<file path="src/shortest_job_first_dispatcher_assert.svh">
// Assertion macros shared by the dispatcher modules.
`ifndef SHORTEST_JOB_FIRST_DISPATCHER_ASSERT_SVH
`define SHORTEST_JOB_FIRST_DISPATCHER_ASSERT_SVH

// The consequent must hold in the same cycle as the antecedent.
`define SJFD_ASSERT_NOW(lbl, ck, rn, ante, cons) \
    lbl: assert property (@(posedge ck) disable iff (!rn) (ante) |-> (cons)) \
        else $error("%m: same-cycle check failed");

// The consequent must hold in the cycle after the antecedent.
`define SJFD_ASSERT_NEXT(lbl, ck, rn, ante, cons) \
    lbl: assert property (@(posedge ck) disable iff (!rn) (ante) |=> (cons)) \
        else $error("%m: next-cycle check failed");

`endif

</file>
<file path="src/sjfd_pkg.sv">
// Types and constants shared by the shortest-job-first dispatcher.
`timescale 1ns / 1ps
package sjfd_pkg;

    localparam int ID_W    = 8;
    localparam int BURST_W = 16;
    localparam int TIME_W  = 24;

    typedef enum logic {
        REQ_ADD      = 1'b0,
        REQ_DISPATCH = 1'b1
    } req_kind_t;

    typedef enum logic [1:0] {
        ST_ADDED      = 2'd0,
        ST_FULL       = 2'd1,
        ST_DISPATCHED = 2'd2,
        ST_EMPTY      = 2'd3
    } status_t;

    typedef struct packed {
        req_kind_t            kind;
        logic [ID_W-1:0]      id;
        logic [BURST_W-1:0]   burst;
    } cmd_t;

    typedef enum logic [2:0] {
        S_IDLE,
        S_FREE,
        S_SCAN,
        S_FIN,
        S_COMMIT
    } back_state_t;

endpackage

</file>
<file path="src/shortest_job_first_dispatcher.sv">
// Top level of the shortest-job-first dispatcher.
//
//  Channel  Signals                                   Role
//  req      req_valid/req_ready, req_type, task_id,   add a task or dispatch the
//           burst_len                                 shortest pending task
//  rsp      rsp_valid/rsp_ready, status, picked_id,   one response per request
//           picked_burst, start_time, finish_time
//
// An add walks the valid bits for the lowest free slot; a dispatch scans the whole task
// memory with one compare per cycle, then passes through S_FIN and S_COMMIT. Full and
// empty answer straight from the idle state, with no walk or scan. Reset clears the
// valid bits, the count and the running clock at once. A two-entry queue lets
// requests arrive while the engine is busy, and the response register lets the engine
// start the next request while a response still waits to be taken.
`timescale 1ns / 1ps
module shortest_job_first_dispatcher
    import sjfd_pkg::*;
#(
    parameter int MAX_TASKS = 32
)
(
    input  logic                 clk,
    input  logic                 rst_n,
    input  logic                 req_valid,
    output logic                 req_ready,
    input  logic                 req_type,
    input  logic [ID_W-1:0]      task_id,
    input  logic [BURST_W-1:0]   burst_len,
    output logic                 rsp_valid,
    input  logic                 rsp_ready,
    output logic [1:0]           status,
    output logic [ID_W-1:0]      picked_id,
    output logic [BURST_W-1:0]   picked_burst,
    output logic [TIME_W-1:0]    start_time,
    output logic [TIME_W-1:0]    finish_time
);

    logic q_valid;
    logic q_pop;
    cmd_t q_cmd;

    sjfd_front u_front (
        .clk       (clk),
        .rst_n     (rst_n),
        .req_valid (req_valid),
        .req_ready (req_ready),
        .req_type  (req_type),
        .task_id   (task_id),
        .burst_len (burst_len),
        .q_valid   (q_valid),
        .q_cmd     (q_cmd),
        .q_pop     (q_pop)
    );

    sjfd_back #(
        .MAX_TASKS (MAX_TASKS)
    ) u_back (
        .clk          (clk),
        .rst_n        (rst_n),
        .q_valid      (q_valid),
        .q_cmd        (q_cmd),
        .q_pop        (q_pop),
        .rsp_valid    (rsp_valid),
        .rsp_ready    (rsp_ready),
        .status       (status),
        .picked_id    (picked_id),
        .picked_burst (picked_burst),
        .start_time   (start_time),
        .finish_time  (finish_time)
    );

endmodule

</file>
<file path="src/sjfd_front.sv">
// Request front end: classifies requests and holds them in a two-entry queue.
`timescale 1ns / 1ps
`include "shortest_job_first_dispatcher_assert.svh"
module sjfd_front
    import sjfd_pkg::*;
(
    input  logic                 clk,
    input  logic                 rst_n,
    input  logic                 req_valid,
    output logic                 req_ready,
    input  logic                 req_type,
    input  logic [ID_W-1:0]      task_id,
    input  logic [BURST_W-1:0]   burst_len,
    output logic                 q_valid,
    output cmd_t                 q_cmd,
    input  logic                 q_pop
);

    cmd_t       slot_reg [2];
    logic       wr_ptr_reg;
    logic       wr_ptr_next;
    logic       rd_ptr_reg;
    logic       rd_ptr_next;
    logic [1:0] cnt_reg;
    logic [1:0] cnt_next;
    logic       push;
    cmd_t       in_cmd;

    assign req_ready = (cnt_reg != 2'd2);
    assign q_valid   = (cnt_reg != 2'd0);
    assign q_cmd     = slot_reg[rd_ptr_reg];
    assign push      = req_valid && req_ready;

    always_comb
    begin
        in_cmd.kind  = req_kind_t'(req_type);
        in_cmd.id    = task_id;
        in_cmd.burst = burst_len;
    end

    always_comb
    begin
        wr_ptr_next = push ? ~wr_ptr_reg : wr_ptr_reg;
        rd_ptr_next = q_pop ? ~rd_ptr_reg : rd_ptr_reg;
        cnt_next    = cnt_reg;
        if (push && !q_pop)
        begin
            cnt_next = cnt_reg + 2'd1;
        end
        else if (!push && q_pop)
        begin
            cnt_next = cnt_reg - 2'd1;
        end
    end

    always_ff @(posedge clk or negedge rst_n)
    begin
        if (!rst_n)
        begin
            wr_ptr_reg <= 1'b0;
            rd_ptr_reg <= 1'b0;
            cnt_reg    <= 2'd0;
        end
        else
        begin
            wr_ptr_reg <= wr_ptr_next;
            rd_ptr_reg <= rd_ptr_next;
            cnt_reg    <= cnt_next;
        end
    end

    always_ff @(posedge clk)
    begin
        if (push)
        begin
            slot_reg[wr_ptr_reg] <= in_cmd;
        end
    end

    `SJFD_ASSERT_NOW(a_pop_needs_entry, clk, rst_n, q_pop, q_valid)
    `SJFD_ASSERT_NOW(a_cnt_bound, clk, rst_n, 1'b1, cnt_reg <= 2'd2)
    `SJFD_ASSERT_NOW(a_ptr_match, clk, rst_n, (cnt_reg == 2'd0) || (cnt_reg == 2'd2), wr_ptr_reg == rd_ptr_reg)

endmodule

</file>
<file path="src/sjfd_back.sv">
// Task table and scheduler engine: add, scan for the shortest burst, dispatch.
`timescale 1ns / 1ps
`include "shortest_job_first_dispatcher_assert.svh"
module sjfd_back
    import sjfd_pkg::*;
#(
    parameter int MAX_TASKS = 32
)
(
    input  logic                 clk,
    input  logic                 rst_n,
    input  logic                 q_valid,
    input  cmd_t                 q_cmd,
    output logic                 q_pop,
    output logic                 rsp_valid,
    input  logic                 rsp_ready,
    output logic [1:0]           status,
    output logic [ID_W-1:0]      picked_id,
    output logic [BURST_W-1:0]   picked_burst,
    output logic [TIME_W-1:0]    start_time,
    output logic [TIME_W-1:0]    finish_time
);

    localparam int IW = (MAX_TASKS > 1) ? $clog2(MAX_TASKS) : 1;
    localparam int CW = $clog2(MAX_TASKS + 1);
    localparam logic [IW-1:0] LAST_IDX = IW'(MAX_TASKS - 1);
    localparam logic [CW-1:0] FULL_CNT = CW'(MAX_TASKS);

    logic [ID_W-1:0]     id_mem    [MAX_TASKS];
    logic [BURST_W-1:0]  burst_mem [MAX_TASKS];

    back_state_t         state_reg;
    back_state_t         state_next;
    logic [IW-1:0]       scan_reg;
    logic [IW-1:0]       scan_next;
    logic [MAX_TASKS-1:0] valid_reg;
    logic [MAX_TASKS-1:0] valid_next;
    logic [CW-1:0]       count_reg;
    logic [CW-1:0]       count_next;
    logic [TIME_W-1:0]   clock_reg;
    logic [TIME_W-1:0]   clock_next;

    logic [ID_W-1:0]     rd_id_reg;
    logic [BURST_W-1:0]  rd_burst_reg;
    logic                cmp_live_reg;
    logic                cmp_vld_reg;
    logic [IW-1:0]       cmp_idx_reg;
    logic                found_reg;
    logic [IW-1:0]       best_idx_reg;
    logic [ID_W-1:0]     best_id_reg;
    logic [BURST_W-1:0]  best_burst_reg;

    logic                rsp_valid_reg;
    status_t             rsp_status_reg;
    logic [ID_W-1:0]     rsp_id_reg;
    logic [BURST_W-1:0]  rsp_burst_reg;
    logic [TIME_W-1:0]   rsp_start_reg;
    logic [TIME_W-1:0]   rsp_finish_reg;

    logic                res_free;
    logic                mem_we;
    logic                emit;
    status_t             emit_status;
    logic [ID_W-1:0]     emit_id;
    logic [BURST_W-1:0]  emit_burst;
    logic [TIME_W-1:0]   emit_start;
    logic [TIME_W-1:0]   emit_finish;
    logic [TIME_W:0]     finish_sum;
    logic [TIME_W-1:0]   finish_sat;
    logic                better;

    assign res_free   = !rsp_valid_reg || rsp_ready;
    assign finish_sum = {1'b0, clock_reg} + {{(TIME_W + 1 - BURST_W){1'b0}}, best_burst_reg};
    assign finish_sat = finish_sum[TIME_W] ? {TIME_W{1'b1}} : finish_sum[TIME_W-1:0];
    assign better     = cmp_live_reg && cmp_vld_reg &&
                        (!found_reg || (rd_burst_reg < best_burst_reg) ||
                         ((rd_burst_reg == best_burst_reg) && (rd_id_reg < best_id_reg)));

    always_comb
    begin
        state_next = state_reg;
        case (state_reg)
            S_IDLE:
            begin
                if (q_valid)
                begin
                    if ((q_cmd.kind == REQ_ADD) && (count_reg != FULL_CNT))
                    begin
                        state_next = S_FREE;
                    end
                    else if ((q_cmd.kind == REQ_DISPATCH) && (count_reg != '0))
                    begin
                        state_next = S_SCAN;
                    end
                end
            end
            S_FREE:
            begin
                if (!valid_reg[scan_reg] && res_free)
                begin
                    state_next = S_IDLE;
                end
            end
            S_SCAN:
            begin
                if (scan_reg == LAST_IDX)
                begin
                    state_next = S_FIN;
                end
            end
            S_FIN:
            begin
                state_next = S_COMMIT;
            end
            S_COMMIT:
            begin
                if (res_free)
                begin
                    state_next = S_IDLE;
                end
            end
            default:
            begin
                state_next = S_IDLE;
            end
        endcase
    end

    always_comb
    begin
        q_pop       = 1'b0;
        mem_we      = 1'b0;
        emit        = 1'b0;
        emit_status = ST_ADDED;
        emit_id     = '0;
        emit_burst  = '0;
        emit_start  = '0;
        emit_finish = '0;
        scan_next   = scan_reg;
        valid_next  = valid_reg;
        count_next  = count_reg;
        clock_next  = clock_reg;
        case (state_reg)
            S_IDLE:
            begin
                scan_next = '0;
                if (q_valid && res_free)
                begin
                    if ((q_cmd.kind == REQ_ADD) && (count_reg == FULL_CNT))
                    begin
                        emit        = 1'b1;
                        emit_status = ST_FULL;
                        q_pop       = 1'b1;
                    end
                    else if ((q_cmd.kind == REQ_DISPATCH) && (count_reg == '0))
                    begin
                        emit        = 1'b1;
                        emit_status = ST_EMPTY;
                        q_pop       = 1'b1;
                    end
                end
            end
            S_FREE:
            begin
                if (valid_reg[scan_reg])
                begin
                    scan_next = scan_reg + 1'b1;
                end
                else if (res_free)
                begin
                    mem_we               = 1'b1;
                    valid_next[scan_reg] = 1'b1;
                    count_next           = count_reg + 1'b1;
                    emit                 = 1'b1;
                    emit_status          = ST_ADDED;
                    q_pop                = 1'b1;
                end
            end
            S_SCAN:
            begin
                scan_next = scan_reg + 1'b1;
            end
            S_FIN:
            begin
                scan_next = scan_reg;
            end
            S_COMMIT:
            begin
                if (res_free)
                begin
                    valid_next[best_idx_reg] = 1'b0;
                    count_next               = count_reg - 1'b1;
                    clock_next               = finish_sat;
                    emit                     = 1'b1;
                    emit_status              = ST_DISPATCHED;
                    emit_id                  = best_id_reg;
                    emit_burst               = best_burst_reg;
                    emit_start               = clock_reg;
                    emit_finish              = finish_sat;
                    q_pop                    = 1'b1;
                end
            end
            default:
            begin
                scan_next = '0;
            end
        endcase
    end

    always_ff @(posedge clk or negedge rst_n)
    begin
        if (!rst_n)
        begin
            state_reg     <= S_IDLE;
            scan_reg      <= '0;
            valid_reg     <= '0;
            count_reg     <= '0;
            clock_reg     <= '0;
            cmp_live_reg  <= 1'b0;
            found_reg     <= 1'b0;
            rsp_valid_reg <= 1'b0;
        end
        else
        begin
            state_reg    <= state_next;
            scan_reg     <= scan_next;
            valid_reg    <= valid_next;
            count_reg    <= count_next;
            clock_reg    <= clock_next;
            cmp_live_reg <= (state_reg == S_SCAN);
            if (state_reg == S_IDLE)
            begin
                found_reg <= 1'b0;
            end
            else if (better)
            begin
                found_reg <= 1'b1;
            end
            if (emit)
            begin
                rsp_valid_reg <= 1'b1;
            end
            else if (rsp_ready)
            begin
                rsp_valid_reg <= 1'b0;
            end
        end
    end

    always_ff @(posedge clk)
    begin
        if (mem_we)
        begin
            id_mem[scan_reg]    <= q_cmd.id;
            burst_mem[scan_reg] <= q_cmd.burst;
        end
        rd_id_reg    <= id_mem[scan_reg];
        rd_burst_reg <= burst_mem[scan_reg];
    end

    always_ff @(posedge clk)
    begin
        cmp_vld_reg <= valid_reg[scan_reg];
        cmp_idx_reg <= scan_reg;
        if (better)
        begin
            best_idx_reg   <= cmp_idx_reg;
            best_id_reg    <= rd_id_reg;
            best_burst_reg <= rd_burst_reg;
        end
        if (emit)
        begin
            rsp_status_reg <= emit_status;
            rsp_id_reg     <= emit_id;
            rsp_burst_reg  <= emit_burst;
            rsp_start_reg  <= emit_start;
            rsp_finish_reg <= emit_finish;
        end
    end

    assign rsp_valid    = rsp_valid_reg;
    assign status       = rsp_status_reg;
    assign picked_id    = rsp_id_reg;
    assign picked_burst = rsp_burst_reg;
    assign start_time   = rsp_start_reg;
    assign finish_time  = rsp_finish_reg;

    `SJFD_ASSERT_NOW(a_count_matches, clk, rst_n, 1'b1, count_reg == CW'($countones(valid_reg)))
    `SJFD_ASSERT_NOW(a_commit_found, clk, rst_n, state_reg == S_COMMIT, found_reg && valid_reg[best_idx_reg])
    `SJFD_ASSERT_NOW(a_write_free_slot, clk, rst_n, mem_we, !valid_reg[scan_reg])
    `SJFD_ASSERT_NEXT(a_clock_monotonic, clk, rst_n, 1'b1, clock_reg >= $past(clock_reg))

endmodule
</file>
<file path="config.mk">
export PLATFORM = sky130hd
export DESIGN_NAME = shortest_job_first_dispatcher
export DESIGN_NICKNAME = d
export VERILOG_FILES = /design/src/sjfd_pkg.sv /design/src/shortest_job_first_dispatcher.sv /design/src/sjfd_front.sv /design/src/sjfd_back.sv
export VERILOG_INCLUDE_DIRS = /design/src /design/src/src
export SDC_FILE = /design/constraint.sdc
export NUM_CORES = 1
export LEC_CHECK = 0
export ABC_AREA = 1
export BUFFER_PORTS_ARGS = -buffer_cell sky130_fd_sc_hd__buf_2
export CELL_PAD_IN_SITES_DETAIL_PLACEMENT = 1
export CELL_PAD_IN_SITES_GLOBAL_PLACEMENT = 1
export CORE_MARGIN = 8
export CORE_UTILIZATION = 41
export DETAILED_ROUTE_END_ITERATION = 6
export HOLD_SLACK_MARGIN = 0.03
export PLACE_DENSITY_LB_ADDON = 0.1
export SLEW_MARGIN = 0
export SYNTH_ARGS = -nofsm -noshare
export SYNTH_HDL_FRONTEND = slang
export SYNTH_SLANG_ARGS = --single-unit
</file>
<file path="constraint.sdc">
create_clock -name clk -period 4.13 [get_ports clk]
set_input_delay 1.0325 -clock clk [delete_from_list [all_inputs] [get_ports clk]]
set_output_delay 1.0325 -clock clk [all_outputs]
set_load 0.01 [all_outputs]
</file>
==> reports/metrics.csv <==
metric,value,unit
setup_viol,0,
floorplan.initialDensity,0.4142,
critPathMostFrequentCell,nand2_1,
globalRouteTotalUtil,0.2288,
wire_per_inst,25.80,µm
die_height,336.8,µm
post-cts-setup-buffers,0,
cts-root-to-sink-buffers,3,
largest_register_ff_count,512,
synth.ff_latch_count,1028,
tritoncts,yes,
number_of_max_capacitance_violations_reported,0,
worst_slew_margin_rel,0.08490,
postRouteAntennaNets,0,
cpLargestDelayFamily,simple AND/OR/NAND/NOR gates,
final_hold_viol_count,0,
synth_top_cell_area_share,0.6553,
chipWidth,336.8,µm
antenna_violations_before_repair,4,
timing.critical_path.arrival,3610,ps
routabilityCongestion,0.8303,
detail_route.first_pass.iterations,5,
placement.io_buffers,104,
cts-buffers-inserted,111,
setup_repair_after_global_routing_missed_its_margin,false,
grt_max_degree,185,
clock_tree.root_cell,clkbuf_16,
via_per_inst,5.611,
fraction_of_final_layout_cells_with_drive_strength_greater_than_1,0.1144,
syn-mean-instance-area,12.01,µm²
post-synth-top-count-cell,edfxtp_1,
power.ir.vdd_worst,0.4227,mV
grt_overflow_total,0,
worst-slew-pin-transition,1369,ps
io-pin-count,105,
path_max_fanout,28,
final.setup.tns,0,ps
critical_path.n_buffers_inverters,2,
worstSetupStartpointType,register,
cts_hold_buf,0,
synth_area,42210,µm²
nets_final,3695,
max_clock_freq,306.8,MHz
clock_sink_count,1028,
row_count,117,
synth_edf_count,921,
status,"complete, no violations",
yosys.area.top_type,edfxtp_1,
crit_path_cell_trace,clkinv_8 -> nand2_1 -> nand3_1 -> nand2_1 -> nand2_1 -> nand2_1 -> nor2_4 -> nand4_4 -> nor3_2 -> buf_4,
hp_class,register to register,
cts.htree.levels,3,
clkSlewWorstSetupHoldPaths,60,ps
worstSkewPairLatency,700,ps
share_of_async_settable_or_async_resettable_flops_after_synthesis,0.07490,
crit_required,4480,ps
fin_worst_skew,22.89,ps
post-route-cell-area,48340,µm²
antenna_cells_inserted,0,
timing.critical_path.to_type,register,
die_area,113500,µm²
vias_in_the_first_global_route,30020,
final_worst_path_period_share,0.7892,
synth_top_cells_by_count,"edfxtp_1, nor2_1, o21ai_0",
synthesis.yosys.warnings,0,
slowest_delay,880,ps
count_of_routing_violations_after_the_opening_detailed_route_iteration,2515,
post_place_cell_area,44700,µm²
slew_viol_final,0,
core,101900,µm²
finalCriticalPeriod,3260,ps
dr_total_vias,28480,
seq_area_frac_synth,0.7152,
mappedNetlistNets,3595,
synthToLayoutAreaGrowth,14.54,%
synthFlopType,edfxtp_1,
power.total,33.42,mW
drt_drc_violations_left,0,
grt_pass1_wl,195000,µm
wl_final,130900,µm
yosysUniqueCellTypes,47,
timing_worst_setup_path_type,register to register,
power.density_cell_area,691.2,nW/µm²
filler_cell_count,10590,
dp.final_hpwl,74710,µm
p_leak,17.53,nW
post_cts.resized_instances,0,
number_of_instances_in_the_synthesized_netlist,3515,
cp_slowest_cell,nor3_2,
synth_area_leaders,"edfxtp_1, o21ai_0, nor2_1",
==> metrics by stage <==
step | instances | hold slack, ps | util | setup WS [ps]
CTS | 5075 | 393.8 | 0.4745 | 786.8
detailed placement | 4870 | 391.8 | 0.4387 | 564.4
global placement | 4870 | 389.1 | 0.4387 | 601.3
finish | 5075 | 401.1 | 0.4745 | 870.5
global route | 5075 | 404.6 | 0.4745 | 657.0
floorplan | 3515 | 348.3 | - | 383.0
==> layout by cell type (no fill, tap or decap), drive strengths merged <==
cell type / count
nor3: 40
xnor2: 11
o22ai: 193
inv: 197
nand3: 103
buf: 180
xor2: 6
bufinv: 11
clkinvlp: 4
nand3b: 2
clkinv: 39
o21ai: 524
edfxtp: 921
a21o: 2
nor4: 1
and3: 1
a31oi: 1
o21bai: 2
dfxtp: 30
nand4: 18
a211oi: 1
ha: 49
dfrtp: 77
or2: 7
clkbuf: 149
nor3b: 1
nor2: 530
a21oi: 25
a22o: 84
fa: 2
nand2: 496
==> worst paths after layout <==
| path | startpoint | endpoint | slack [ps] | depth (start not counted) |
|---|---|---|---|---|
| worst max register to register | u_back.scan_reg[0] | u_back.burst_mem[11][5] | 870 | 10 |
| max in group asynchronous | rst_n | u_back.clock_reg[18] | 2910 | 2 |
| worst min register to register | u_back.cmp_idx_reg[4] | u_back.best_idx_reg[4] | 400 | 0 |
| worst min-delay path | u_back.cmp_idx_reg[4] | u_back.best_idx_reg[4] | 400 | 0 |
| min in group asynchronous | rst_n | u_back.valid_reg[3] | 410 | 1 |
| worst max-delay path | u_back.scan_reg[0] | u_back.burst_mem[11][5] | 870 | 10 |
==> cells by family after synthesis <==
logic type / count (synthesis) / synth area share
adders and majority gates: 51 / 0.01548
DFF: 1028 / 0.7152
buffers and inverters: 388 / 0.03756
AOI/OAI and AO/OA: 832 / 0.1125
and+or+nand+nor: 1199 / 0.1157
xor gates and xnor gates: 17 / 0.003528
==> area by class of cell <==
cell class	instances	area [µm²]	share of cell area
clock inverters	56	590.6	0.01222
well taps	1368	1712	0.03541
repair buffers	180	1431	0.02961
multi-input cells	2099	10620	0.2196
flip-flops and latches	1028	30190	0.6245
clock buffers	149	3052	0.06312
inverters	195	749.5	0.01550
==> metal layers <==
metal | share of wire | vias to the layer above | routed length, µm | GRT usage
met5 | 0 | - | 0 | 0
met4 | 0.028 | 0 | 3610 | 0.06544
met3 | 0.046 | 211 | 5965 | 0.03163
met2 | 0.48 | 732 | 63270 | 0.3871
met1 | 0.44 | 14730 | 58100 | 0.3088
li1 | - | 12810 | - | -
==> power breakdown <==
group | total, mW | switching (mW) | internal, mW
clock network | 9.99 | 4.13 | 5.86
logic | 9.05 | 6.73 | 2.31
registers | 14.4 | 0.649 | 13.7
Note: power is estimated with default switching activity, not from simulation.
